--- config.mk ---
export PLATFORM = sky130hd
export DESIGN_NAME = triangle_scanline_rasterizer_top
export DESIGN_NICKNAME = d
export VERILOG_FILES = /design/src/hdl/tsr_pkg.sv /design/src/hdl/triangle_scanline_rasterizer_top.sv /design/src/hdl/tsr_fifo.sv /design/src/hdl/tsr_front.sv /design/src/hdl/tsr_back.sv
export SDC_FILE = /design/constraint.sdc
export NUM_CORES = 2
export LEC_CHECK = 0
export BUFFER_PORTS_ARGS = -buffer_cell sky130_fd_sc_hd__buf_4
export CAP_MARGIN = 20
export CORE_MARGIN = 4
export CORE_UTILIZATION = 41
export CTS_CLUSTER_SIZE = 12
export DETAILED_ROUTE_END_ITERATION = 8
export SLEW_MARGIN = 20
export SYNTH_ARGS = -nofsm -noshare
export SYNTH_HDL_FRONTEND = slang
export SYNTH_SLANG_ARGS = --single-unit
export TNS_END_PERCENT = 1
--- constraint.sdc ---
create_clock -name clk_i -period 16.36 [get_ports clk_i]
set_input_delay 1.636 -clock clk_i [delete_from_list [all_inputs] [get_ports clk_i]]
set_output_delay 1.636 -clock clk_i [all_outputs]
set_load 0.01 [all_outputs]
--- src/hdl/tsr_pkg.sv ---
// ----------------------------------------------------------------------------
// tsr_pkg: shared types and constants of the triangle scanline rasterizer
// Coordinate format, command and result records, edge records, helpers.
// ----------------------------------------------------------------------------
package tsr_pkg;

  localparam int CoordBits    = 12;
  localparam int ScreenWidth  = 1024;
  localparam int ScreenHeight = 1024;
  localparam int ColorBits    = 24;
  localparam int DiffBits     = CoordBits + 1;
  localparam int ProdBits     = 2 * DiffBits;
  localparam int DivSteps     = DiffBits;
  localparam int CntBits      = $clog2(DivSteps + 1);
  localparam int InDataBits   = 6 * CoordBits + 32;
  localparam int OutDataBits  = ((3 * CoordBits + ColorBits + 7) / 8) * 8;

  typedef logic signed [CoordBits-1:0] coord_t;
  typedef logic signed [DiffBits-1:0]  diff_t;

  typedef enum logic {
    OP_LOAD    = 1'b0,
    OP_ADVANCE = 1'b1
  } op_e;

  typedef enum logic [1:0] {
    ST_IDLE,
    ST_MUL,
    ST_DIV,
    ST_FIN
  } back_state_e;

  typedef struct packed {
    coord_t x1;
    coord_t y1;
    coord_t x2;
    coord_t y2;
  } edge_t;

  typedef struct packed {
    op_e                  op;
    logic                 cull;
    coord_t               ax;
    coord_t               ay;
    coord_t               bx;
    coord_t               by;
    coord_t               cx;
    coord_t               cy;
    logic [ColorBits-1:0] color;
  } cmd_t;

  typedef struct packed {
    logic                 row_valid;
    logic                 culled;
    logic                 last_row;
    coord_t               row_y;
    coord_t               span_start;
    coord_t               span_end;
    logic [ColorBits-1:0] color;
  } res_t;

  // True when the point lies outside -20%..120% of the screen (5*v vs -S, 6*S).
  function automatic logic out_of_range(coord_t x, coord_t y);
    logic signed [CoordBits+3:0] x5;
    logic signed [CoordBits+3:0] y5;
    x5 = ((CoordBits+4)'(x) <<< 2) + (CoordBits+4)'(x);
    y5 = ((CoordBits+4)'(y) <<< 2) + (CoordBits+4)'(y);
    return (int'(x5) < -ScreenWidth) || (int'(x5) > 6 * ScreenWidth) ||
           (int'(y5) < -ScreenHeight) || (int'(y5) > 6 * ScreenHeight);
  endfunction

  // Orders the end points of an edge by y; equal y keeps the second point first.
  function automatic edge_t make_edge(coord_t x1, coord_t y1, coord_t x2, coord_t y2);
    edge_t e;
    if (y1 < y2) begin
      e = '{x1: x1, y1: y1, x2: x2, y2: y2};
    end else begin
      e = '{x1: x2, y1: y2, x2: x1, y2: y1};
    end
    return e;
  endfunction

endpackage

--- src/hdl/triangle_scanline_rasterizer_top.sv ---
// Timing: a load beat's result is registered in the output register when the engine pops it; an advance beat gives its
// row after the states dispatch, multiply, 13 division steps and finish, if a triangle is active.
// Throughput: one load per cycle while the output is not stalled; an advance holds the
// bit-serial division lanes that compute both edge x values of its row until that row is out.
// Reset: rst_ni clears the queue, the engine state and the output valid flag; no
// triangle is pending afterward.
// ----------------------------------------------------------------------------
// triangle_scanline_rasterizer_top: scanline triangle rasterizer
// Load beats set up a triangle (cull test, edge sort, long edge choice);
// advance beats emit one horizontal span per beat while a triangle is active.
// ----------------------------------------------------------------------------
module triangle_scanline_rasterizer_top (
  input  logic                            clk_i,
  input  logic                            rst_ni,
  // Input stream.
  input  logic                            s_axis_tvalid_i,
  output logic                            s_axis_tready_o,
  // tdata from bit 0: ax, ay, bx, by_coord, cx, cy (12 bits each), tri_color (32, low 24 bits used).
  input  logic [tsr_pkg::InDataBits-1:0]  s_axis_tdata_i,
  // tuser: opcode (0 load, 1 advance).
  input  logic                            s_axis_tuser_i,
  // Output stream.
  output logic                            m_axis_tvalid_o,
  input  logic                            m_axis_tready_i,
  // tdata from bit 0: row_y, span_start, span_end (12 bits each), span_color (24),
  // zero fill to 64 bits.
  output logic [tsr_pkg::OutDataBits-1:0] m_axis_tdata_o,
  // tuser from bit 0: row_valid, culled.
  output logic [1:0]                      m_axis_tuser_o,
  // tlast: last_row.
  output logic                            m_axis_tlast_o
);
  import tsr_pkg::*;

  // The front side classifies each beat and pushes a command into the queue;
  // the back side pops commands only when it can deliver their result.
  logic q_push, q_full, q_pop, q_empty;
  cmd_t q_in, q_out;
  res_t res;

  tsr_front u_front (
    .s_tvalid_i (s_axis_tvalid_i),
    .s_tready_o (s_axis_tready_o),
    .s_tdata_i  (s_axis_tdata_i),
    .s_tuser_i  (s_axis_tuser_i),
    .q_full_i   (q_full),
    .q_push_o   (q_push),
    .q_data_o   (q_in)
  );

  tsr_fifo u_fifo (
    .clk_i       (clk_i),
    .rst_ni      (rst_ni),
    .push_i      (q_push),
    .push_data_i (q_in),
    .full_o      (q_full),
    .pop_i       (q_pop),
    .empty_o     (q_empty),
    .pop_data_o  (q_out)
  );

  tsr_back u_back (
    .clk_i       (clk_i),
    .rst_ni      (rst_ni),
    .q_empty_i   (q_empty),
    .q_data_i    (q_out),
    .q_pop_o     (q_pop),
    .res_valid_o (m_axis_tvalid_o),
    .res_ready_i (m_axis_tready_i),
    .res_o       (res)
  );

  // Pack the result beat; the fill bits above the color stay zero.
  assign m_axis_tdata_o = OutDataBits'({res.color, res.span_end, res.span_start, res.row_y});
  assign m_axis_tuser_o = {res.culled, res.row_valid};
  assign m_axis_tlast_o = res.last_row;

endmodule

--- src/hdl/tsr_fifo.sv ---
// ----------------------------------------------------------------------------
// tsr_fifo: two-entry command queue
// Decouples the input classifier from the edge walking engine.
// ----------------------------------------------------------------------------
module tsr_fifo (
  input  logic          clk_i,
  input  logic          rst_ni,
  input  logic          push_i,
  input  tsr_pkg::cmd_t push_data_i,
  output logic          full_o,
  input  logic          pop_i,
  output logic          empty_o,
  output tsr_pkg::cmd_t pop_data_o
);
  import tsr_pkg::*;

  cmd_t       mem_q [2];
  logic       wr_ptr_q, wr_ptr_d;
  logic       rd_ptr_q, rd_ptr_d;
  logic [1:0] count_q, count_d;

  assign full_o     = (count_q == 2'd2);
  assign empty_o    = (count_q == 2'd0);
  assign pop_data_o = mem_q[rd_ptr_q];

  always_comb begin
    wr_ptr_d = wr_ptr_q;
    rd_ptr_d = rd_ptr_q;
    count_d  = count_q;
    if (push_i) begin
      wr_ptr_d = ~wr_ptr_q;
    end
    if (pop_i) begin
      rd_ptr_d = ~rd_ptr_q;
    end
    if (push_i && !pop_i) begin
      count_d = count_q + 2'd1;
    end else if (pop_i && !push_i) begin
      count_d = count_q - 2'd1;
    end
  end

  always_ff @(posedge clk_i or negedge rst_ni) begin
    if (!rst_ni) begin
      wr_ptr_q <= 1'b0;
      rd_ptr_q <= 1'b0;
      count_q  <= 2'd0;
    end else begin
      wr_ptr_q <= wr_ptr_d;
      rd_ptr_q <= rd_ptr_d;
      count_q  <= count_d;
    end
  end

  always_ff @(posedge clk_i) begin
    if (push_i) begin
      mem_q[wr_ptr_q] <= push_data_i;
    end
  end

endmodule

--- src/hdl/tsr_front.sv ---
// ----------------------------------------------------------------------------
// tsr_front: input classifier
// Unpacks an input beat, flags vertices outside -20%..120% of the screen and queues the command.
// ----------------------------------------------------------------------------
module tsr_front (
  input  logic                           s_tvalid_i,
  output logic                           s_tready_o,
  input  logic [tsr_pkg::InDataBits-1:0] s_tdata_i,
  input  logic                           s_tuser_i,
  input  logic                           q_full_i,
  output logic                           q_push_o,
  output tsr_pkg::cmd_t                  q_data_o
);
  import tsr_pkg::*;

  coord_t ax, ay, bx, by, cx, cy;

  assign ax = s_tdata_i[0*CoordBits +: CoordBits];
  assign ay = s_tdata_i[1*CoordBits +: CoordBits];
  assign bx = s_tdata_i[2*CoordBits +: CoordBits];
  assign by = s_tdata_i[3*CoordBits +: CoordBits];
  assign cx = s_tdata_i[4*CoordBits +: CoordBits];
  assign cy = s_tdata_i[5*CoordBits +: CoordBits];

  assign s_tready_o = !q_full_i;
  assign q_push_o   = s_tvalid_i && !q_full_i;

  always_comb begin
    q_data_o.op    = op_e'(s_tuser_i);
    q_data_o.cull  = out_of_range(ax, ay) || out_of_range(bx, by) || out_of_range(cx, cy);
    q_data_o.ax    = ax;
    q_data_o.ay    = ay;
    q_data_o.bx    = bx;
    q_data_o.by    = by;
    q_data_o.cx    = cx;
    q_data_o.cy    = cy;
    q_data_o.color = s_tdata_i[6*CoordBits +: ColorBits];
  end

endmodule

--- src/hdl/tsr_back.sv ---
// ----------------------------------------------------------------------------
// tsr_back: edge walking engine
// Sets up triangles, then for each row computes the x values of both edges with a common
// multiply state (a product for each edge) and two lanes of restoring division.
// ----------------------------------------------------------------------------
module tsr_back (
  input  logic          clk_i,
  input  logic          rst_ni,
  input  logic          q_empty_i,
  input  tsr_pkg::cmd_t q_data_i,
  output logic          q_pop_o,
  output logic          res_valid_o,
  input  logic          res_ready_i,
  output tsr_pkg::res_t res_o
);
  import tsr_pkg::*;

  back_state_e state_q, state_d;

  edge_t                long_q, long_d;
  edge_t                sh0_q, sh0_d;
  edge_t                sh1_q, sh1_d;
  logic                 pass_q, pass_d;
  coord_t               row_q, row_d;
  logic [ColorBits-1:0] color_q, color_d;
  logic                 active_q, active_d;
  res_t                 out_q, out_d;
  logic                 out_valid_q, out_valid_d;

  logic [DiffBits-1:0]  rem_a_q, rem_a_d, rem_b_q, rem_b_d;
  logic [DiffBits-1:0]  quo_a_q, quo_a_d, quo_b_q, quo_b_d;
  logic [DiffBits-1:0]  dv_a_q, dv_a_d, dv_b_q, dv_b_d;
  logic                 neg_a_q, neg_a_d, neg_b_q, neg_b_d;
  logic [CntBits-1:0]   cnt_q, cnt_d;

  edge_t                e0, e1, e2, lng, s0, s1, cur_s;
  diff_t                len0, len1, len2, maxlen;
  logic [1:0]           lsel;
  logic                 slot_free;

  diff_t                dx_a, dy_a, dx_b, dy_b;
  logic signed [ProdBits-1:0] prod_a, prod_b;
  logic [ProdBits-1:0]  mag_a, mag_b;
  logic [DiffBits:0]    t_a, t_b;
  diff_t                qa, qb;
  coord_t               xa, xb;
  coord_t               next_row;

  assign res_valid_o = out_valid_q;
  assign res_o       = out_q;
  assign slot_free   = !out_valid_q || res_ready_i;
  assign cur_s       = pass_q ? sh1_q : sh0_q;

  // Triangle setup from the queued command.
  always_comb begin
    e0   = make_edge(q_data_i.ax, q_data_i.ay, q_data_i.bx, q_data_i.by);
    e1   = make_edge(q_data_i.bx, q_data_i.by, q_data_i.cx, q_data_i.cy);
    e2   = make_edge(q_data_i.cx, q_data_i.cy, q_data_i.ax, q_data_i.ay);
    len0 = DiffBits'(e0.y2) - DiffBits'(e0.y1);
    len1 = DiffBits'(e1.y2) - DiffBits'(e1.y1);
    len2 = DiffBits'(e2.y2) - DiffBits'(e2.y1);
    lsel   = 2'd0;
    maxlen = '0;
    if (len0 > maxlen) begin
      maxlen = len0;
    end
    if (len1 > maxlen) begin
      maxlen = len1;
      lsel   = 2'd1;
    end
    if (len2 > maxlen) begin
      lsel = 2'd2;
    end
    case (lsel)
      2'd1: begin
        lng = e1; s0 = e2; s1 = e0;
      end
      2'd2: begin
        lng = e2; s0 = e0; s1 = e1;
      end
      default: begin
        lng = e0; s0 = e1; s1 = e2;
      end
    endcase
  end

  // Row datapath: edge deltas, products, division steps, final x values.
  always_comb begin
    dx_a   = DiffBits'(long_q.x2) - DiffBits'(long_q.x1);
    dy_a   = DiffBits'(row_q) - DiffBits'(long_q.y1);
    dx_b   = DiffBits'(cur_s.x2) - DiffBits'(cur_s.x1);
    dy_b   = DiffBits'(row_q) - DiffBits'(cur_s.y1);
    prod_a = ProdBits'(dx_a) * ProdBits'(dy_a);
    prod_b = ProdBits'(dx_b) * ProdBits'(dy_b);
    mag_a  = prod_a[ProdBits-1] ? ProdBits'(-prod_a) : ProdBits'(prod_a);
    mag_b  = prod_b[ProdBits-1] ? ProdBits'(-prod_b) : ProdBits'(prod_b);
    t_a    = {rem_a_q, quo_a_q[DiffBits-1]};
    t_b    = {rem_b_q, quo_b_q[DiffBits-1]};
    qa     = neg_a_q ? -diff_t'(quo_a_q) : diff_t'(quo_a_q);
    qb     = neg_b_q ? -diff_t'(quo_b_q) : diff_t'(quo_b_q);
    xa     = long_q.x1 + qa[CoordBits-1:0];
    xb     = cur_s.x1 + qb[CoordBits-1:0];
    next_row = row_q + CoordBits'(1);
  end

  always_comb begin
    state_d     = state_q;
    long_d      = long_q;
    sh0_d       = sh0_q;
    sh1_d       = sh1_q;
    pass_d      = pass_q;
    row_d       = row_q;
    color_d     = color_q;
    active_d    = active_q;
    out_d       = out_q;
    out_valid_d = out_valid_q && !res_ready_i;
    rem_a_d     = rem_a_q;
    rem_b_d     = rem_b_q;
    quo_a_d     = quo_a_q;
    quo_b_d     = quo_b_q;
    dv_a_d      = dv_a_q;
    dv_b_d      = dv_b_q;
    neg_a_d     = neg_a_q;
    neg_b_d     = neg_b_q;
    cnt_d       = cnt_q;
    q_pop_o     = 1'b0;

    case (state_q)
      ST_IDLE: begin
        if (!q_empty_i && slot_free) begin
          if (q_data_i.op == OP_LOAD) begin
            q_pop_o     = 1'b1;
            out_d       = '0;
            out_valid_d = 1'b1;
            if (q_data_i.cull) begin
              active_d     = 1'b0;
              out_d.culled = 1'b1;
            end else begin
              long_d  = lng;
              sh0_d   = s0;
              sh1_d   = s1;
              color_d = q_data_i.color;
              if (lng.y2 > lng.y1 && s0.y2 > s0.y1) begin
                pass_d   = 1'b0;
                row_d    = s0.y1;
                active_d = 1'b1;
              end else if (lng.y2 > lng.y1 && s1.y2 > s1.y1) begin
                pass_d   = 1'b1;
                row_d    = s1.y1;
                active_d = 1'b1;
              end else begin
                active_d     = 1'b0;
                out_d.culled = 1'b1;
              end
            end
          end else if (!active_q) begin
            q_pop_o     = 1'b1;
            out_d       = '0;
            out_valid_d = 1'b1;
          end else begin
            state_d = ST_MUL;
          end
        end
      end
      ST_MUL: begin
        neg_a_d = prod_a[ProdBits-1];
        neg_b_d = prod_b[ProdBits-1];
        rem_a_d = mag_a[ProdBits-1 -: DiffBits];
        rem_b_d = mag_b[ProdBits-1 -: DiffBits];
        quo_a_d = mag_a[DiffBits-1:0];
        quo_b_d = mag_b[DiffBits-1:0];
        dv_a_d  = DiffBits'(long_q.y2) - DiffBits'(long_q.y1);
        dv_b_d  = DiffBits'(cur_s.y2) - DiffBits'(cur_s.y1);
        cnt_d   = '0;
        state_d = ST_DIV;
      end
      ST_DIV: begin
        if (t_a >= {1'b0, dv_a_q}) begin
          rem_a_d = DiffBits'(t_a - {1'b0, dv_a_q});
          quo_a_d = {quo_a_q[DiffBits-2:0], 1'b1};
        end else begin
          rem_a_d = t_a[DiffBits-1:0];
          quo_a_d = {quo_a_q[DiffBits-2:0], 1'b0};
        end
        if (t_b >= {1'b0, dv_b_q}) begin
          rem_b_d = DiffBits'(t_b - {1'b0, dv_b_q});
          quo_b_d = {quo_b_q[DiffBits-2:0], 1'b1};
        end else begin
          rem_b_d = t_b[DiffBits-1:0];
          quo_b_d = {quo_b_q[DiffBits-2:0], 1'b0};
        end
        cnt_d = cnt_q + CntBits'(1);
        if (cnt_q == CntBits'(DivSteps - 1)) begin
          state_d = ST_FIN;
        end
      end
      ST_FIN: begin
        if (slot_free) begin
          q_pop_o          = 1'b1;
          out_valid_d      = 1'b1;
          out_d.row_valid  = 1'b1;
          out_d.culled     = 1'b0;
          out_d.row_y      = row_q;
          out_d.span_start = (xa < xb) ? xa : xb;
          out_d.span_end   = (xa < xb) ? xb : xa;
          out_d.color      = color_q;
          out_d.last_row   = 1'b0;
          row_d            = next_row;
          if (next_row >= cur_s.y2) begin
            if (!pass_q && sh1_q.y2 > sh1_q.y1) begin
              pass_d = 1'b1;
              row_d  = sh1_q.y1;
            end else begin
              active_d       = 1'b0;
              out_d.last_row = 1'b1;
            end
          end
          state_d = ST_IDLE;
        end
      end
      default: begin
        state_d = ST_IDLE;
      end
    endcase
  end

  always_ff @(posedge clk_i or negedge rst_ni) begin
    if (!rst_ni) begin
      state_q     <= ST_IDLE;
      long_q      <= '0;
      sh0_q       <= '0;
      sh1_q       <= '0;
      pass_q      <= 1'b0;
      row_q       <= '0;
      color_q     <= '0;
      active_q    <= 1'b0;
      out_valid_q <= 1'b0;
      cnt_q       <= '0;
    end else begin
      state_q     <= state_d;
      long_q      <= long_d;
      sh0_q       <= sh0_d;
      sh1_q       <= sh1_d;
      pass_q      <= pass_d;
      row_q       <= row_d;
      color_q     <= color_d;
      active_q    <= active_d;
      out_valid_q <= out_valid_d;
      cnt_q       <= cnt_d;
    end
  end

  always_ff @(posedge clk_i) begin
    out_q   <= out_d;
    rem_a_q <= rem_a_d;
    rem_b_q <= rem_b_d;
    quo_a_q <= quo_a_d;
    quo_b_q <= quo_b_d;
    dv_a_q  <= dv_a_d;
    dv_b_q  <= dv_b_d;
    neg_a_q <= neg_a_d;
    neg_b_q <= neg_b_d;
  end

endmodule
==> flow_summary.rst <==
.. list-table::
   :header-rows: 1

   * - Metric
     - Value
   * - Result of the run
     - complete, no violations
   * - Number of antenna violations at the first check in global routing
     - 11
   * - #FFs+latches synth
     - 532
   * - Final Max Tran Viols
     - 0
   * - Avg Vias per Cell
     - 5.67
   * - Worst-case headroom to the max-slew limit
     - 23.3%
   * - Delay contributed by the slowest stage of the critical path
     - 0.88 ns
   * - Vias in the first global route
     - 41800
   * - Number of CTS-inserted buffers
     - 66
   * - Total setup violations reported at the end of the flow
     - 0
   * - Number of antenna-violating nets in the routed design
     - 0
   * - Area added between synthesis and finish
     - 9.97%
   * - Mux cell area share after synthesis
     - 7.77%
   * - Yosys warnings
     - 0
   * - Clock tree from TritonCTS
     - done
   * - RePlAce Congestion
     - 0.947
   * - First-pass DRT Iterations
     - 7
   * - Clock latency at the later pin of the worst-skew pair
     - 0.69 ns
   * - Max Freq
     - 70.9 MHz
   * - Share of synthesized cell area in and, or, nand and nor gates
     - 14.8%
   * - Detailed Route WL
     - 161000 µm
   * - Routed vias
     - 43500
   * - Top fanout value on the critical path
     - 80
   * - Storage element area
     - 0.0150 mm²
   * - IO Count
     - 178
   * - H-tree levels
     - 3
   * - Cell mode on critical path
     - sky130_fd_sc_hd__o21ai_0
   * - Cells after Synth
     - 5805
   * - Slowest stage cell on the critical path
     - sky130_fd_sc_hd__dfrtp_4
   * - Synthesized cell area
     - 0.0539 mm²
   * - Adder-cell share of the synthesized area
     - 23.5%
   * - Number of endpoints with negative hold slack in the final report
     - 0
   * - Clock tree buffer depth
     - 3
   * - Placeable core region
     - 0.130 mm²
   * - Clock transition at the registers of the reported paths
     - 0.06 ns
   * - I/O Buffers
     - 165
   * - Worst setup EP type
     - flop
   * - DRC marker count from the first detailed-route iteration
     - 3660
   * - Clock root buffer master
     - sky130_fd_sc_hd__clkbuf_16
   * - Most used cells in the layout excluding fill and tap cells
     - 673 x sky130_fd_sc_hd__nand2_1, 602 x sky130_fd_sc_hd__inv_1, 462 x sky130_fd_sc_hd__ha_1
   * - Total global-route track usage
     - 23.1%
   * - Number of gates resized after CTS
     - 0
   * - Number of synthesized flops with an enable pin
     - 339
   * - Average size of a mapped cell
     - 9.29 µm²
   * - Final layout net count
     - 6786
   * - Row cnt
     - 132
   * - Height of the die
     - 371 µm
   * - Setup Buffers After CTS
     - 0
   * - Wire length of the first global-routing pass
     - 246000 µm
   * - Pin count of the biggest net entering global routing
     - 114
   * - Fillcell total
     - 12700
   * - Compound-gate portion of the synthesized area
     - 15.4%
   * - Worst Path Arrival
     - 14.61 ns
   * - Unrepaired setup endpoints after global routing
     - false
   * - Post-Route Setup TNS
     - 0 ns
   * - Overflow after GRT
     - 0
   * - Multi-input logic area
     - 0.0357 mm²
   * - Die X
     - 371 µm
   * - Post-synthesis share of cell area spent on xor and xnor gates
     - 4.40%
   * - Starting density of the core
     - 41.4%
   * - Final worst path period need
     - 14.10 ns
   * - Sum of net half-perimeters after detailed placement
     - 126000 µm
   * - Fraction of layout cells with a size suffix above 1
     - 10.1%
   * - Number of hold-repair buffers added at the cts stage
     - 0
   * - Proportion of synthesized chip area in sequential cells
     - 27.8%
   * - Async SR Flop Fraction
     - 36.3%
   * - Final Cycle Share
     - 86.2%
   * - Worst clock skew
     - 0.0416 ns
   * - Largest family of logic cells by synthesized area
     - adder cells
   * - Worst hold-check path type
     - reg2reg
   * - Maximum capacitance violations
     - 0
   * - Critical path launch point type
     - flop
   * - Number of distinct standard cells referenced by the synthesized netlist
     - 89
   * - Predominant post-synthesis flop cell
     - sky130_fd_sc_hd__edfxtp_1
   * - DRC violations left
     - 0
   * - Required arrival time at the worst endpoint
     - 16.88 ns
   * - Die outline area
     - 0.137 mm²
   * - Average routed wire per standard cell
     - 21.0 µm
   * - Class of the most critical setup path
     - reg2reg
   * - Clock sink count
     - 532
   * - Most common cell after layout, fill and taps aside
     - sky130_fd_sc_hd__nand2_1
   * - Transition time of the tightest slew-check pin
     - 1.12 ns
metal layers:
layer  track usage [%]  up-vias  routed length, µm
met2              35.4     1382              70100
met4              7.62        4               5480
li1                  -    20500                  -
met3              4.09      269              12000
met1              33.1    21300              73300
met5                 0        -                 27
flip-flops by register name (all words and copies together) (netlist names), 24 cells and up:
signal / count
u_back.sh1_q: 48
u_back.color_q: 24
u_fifo.mem_q: 196
u_back.sh0_q: 48
u_back.long_q: 48
u_back.res_o: 63
synth_stat cells, drive strengths merged, types with 33 or more instances:
cell type  count  area [µm²]
mux2          92        1040
o211ai        33         248
nand2b        58         363
edfxtp       339       10200
a21oi        230        1150
nor2         412        1550
fa           342        6850
o21a          58         435
o31a          44         385
a21boi        42         319
and3          96         601
buf           55         334
o21ai        366        1840
a211oi       102         766
nand2        674        2530
inv          604        2270
mux2i        153        1530
nor2b         78         488
clkbuf       204         766
xnor2        188        1650
a21o          66         495
a31oi         48         315
nor3         127         641
ha           465        5820
xor2          83         727
and2          64         400
nand4         37         238
dfrtp        193        4830
mux4          72        1620
o31ai        112         870
nand3         81         405
worst max-delay path: cells and delay by family, from the launching register on:
kind,cells,cell delay (ns)
compound gates,22,5.59
buf+inv,6,2.79
simple gates,8,2.10
fa+ha+maj,4,1.37
mux,2,0.99
flops,1,0.88
xor+xnor,1,0.11
final cells by class:
cell class,instances,area share [%]
antenna,2,0.00844
clock buffer,84,3.02
clock inverter,38,0.635
inverter,606,3.84
multi-input combinational,4411,60.2
sequential,532,25.3
tap,1742,3.68
timing repair buffer,253,3.29
cells by family after synthesis:
kind of cell    after synthesis
simple gates               1737
compound gates             1274
buf+inv                     865
fa+ha+maj                   807
flops                       532
mux                         317
xor+xnor                    271
other cells                   2
through the flow:
step	cells	setup slack, ns	util, %	cell area (µm²)	hold WS [ns]
2_1_floorplan	5808	4.32	-	53900	0.442
3_3_place_gp	7542	2.51	43.8	57100	0.454
3_5_place_dp	7542	2.44	43.8	57100	0.462
6_report	7668	2.26	45.6	59300	0.467
4_1_cts	7664	2.37	45.5	59200	0.475
5_1_grt	7666	1.14	45.6	59300	0.492
path summary, 6_finish.rpt:
| kind | startpoint | end | slack [ns] | depth (start not counted) |
|---|---|---|---|---|
| worst max-delay path | u_fifo.rd_ptr_q | u_back.row_q[4] | 2.26 | 43 |
| worst min-delay path | u_back.color_q[21] | u_back.color_q[21] | 0.47 | 2 |
| worst max register to register | u_fifo.rd_ptr_q | u_back.row_q[4] | 2.26 | 43 |
| worst min register to register | u_back.color_q[21] | u_back.color_q[21] | 0.47 | 2 |
| max in group asynchronous | rst_ni | u_back.long_q[41] | 13.12 | 3 |
| min in group asynchronous | rst_ni | u_back.cnt_q[2] | 0.94 | 1 |
Power is not shown: default switching activity piles up to over one toggle a cycle in this logic, so the estimate is an artifact.
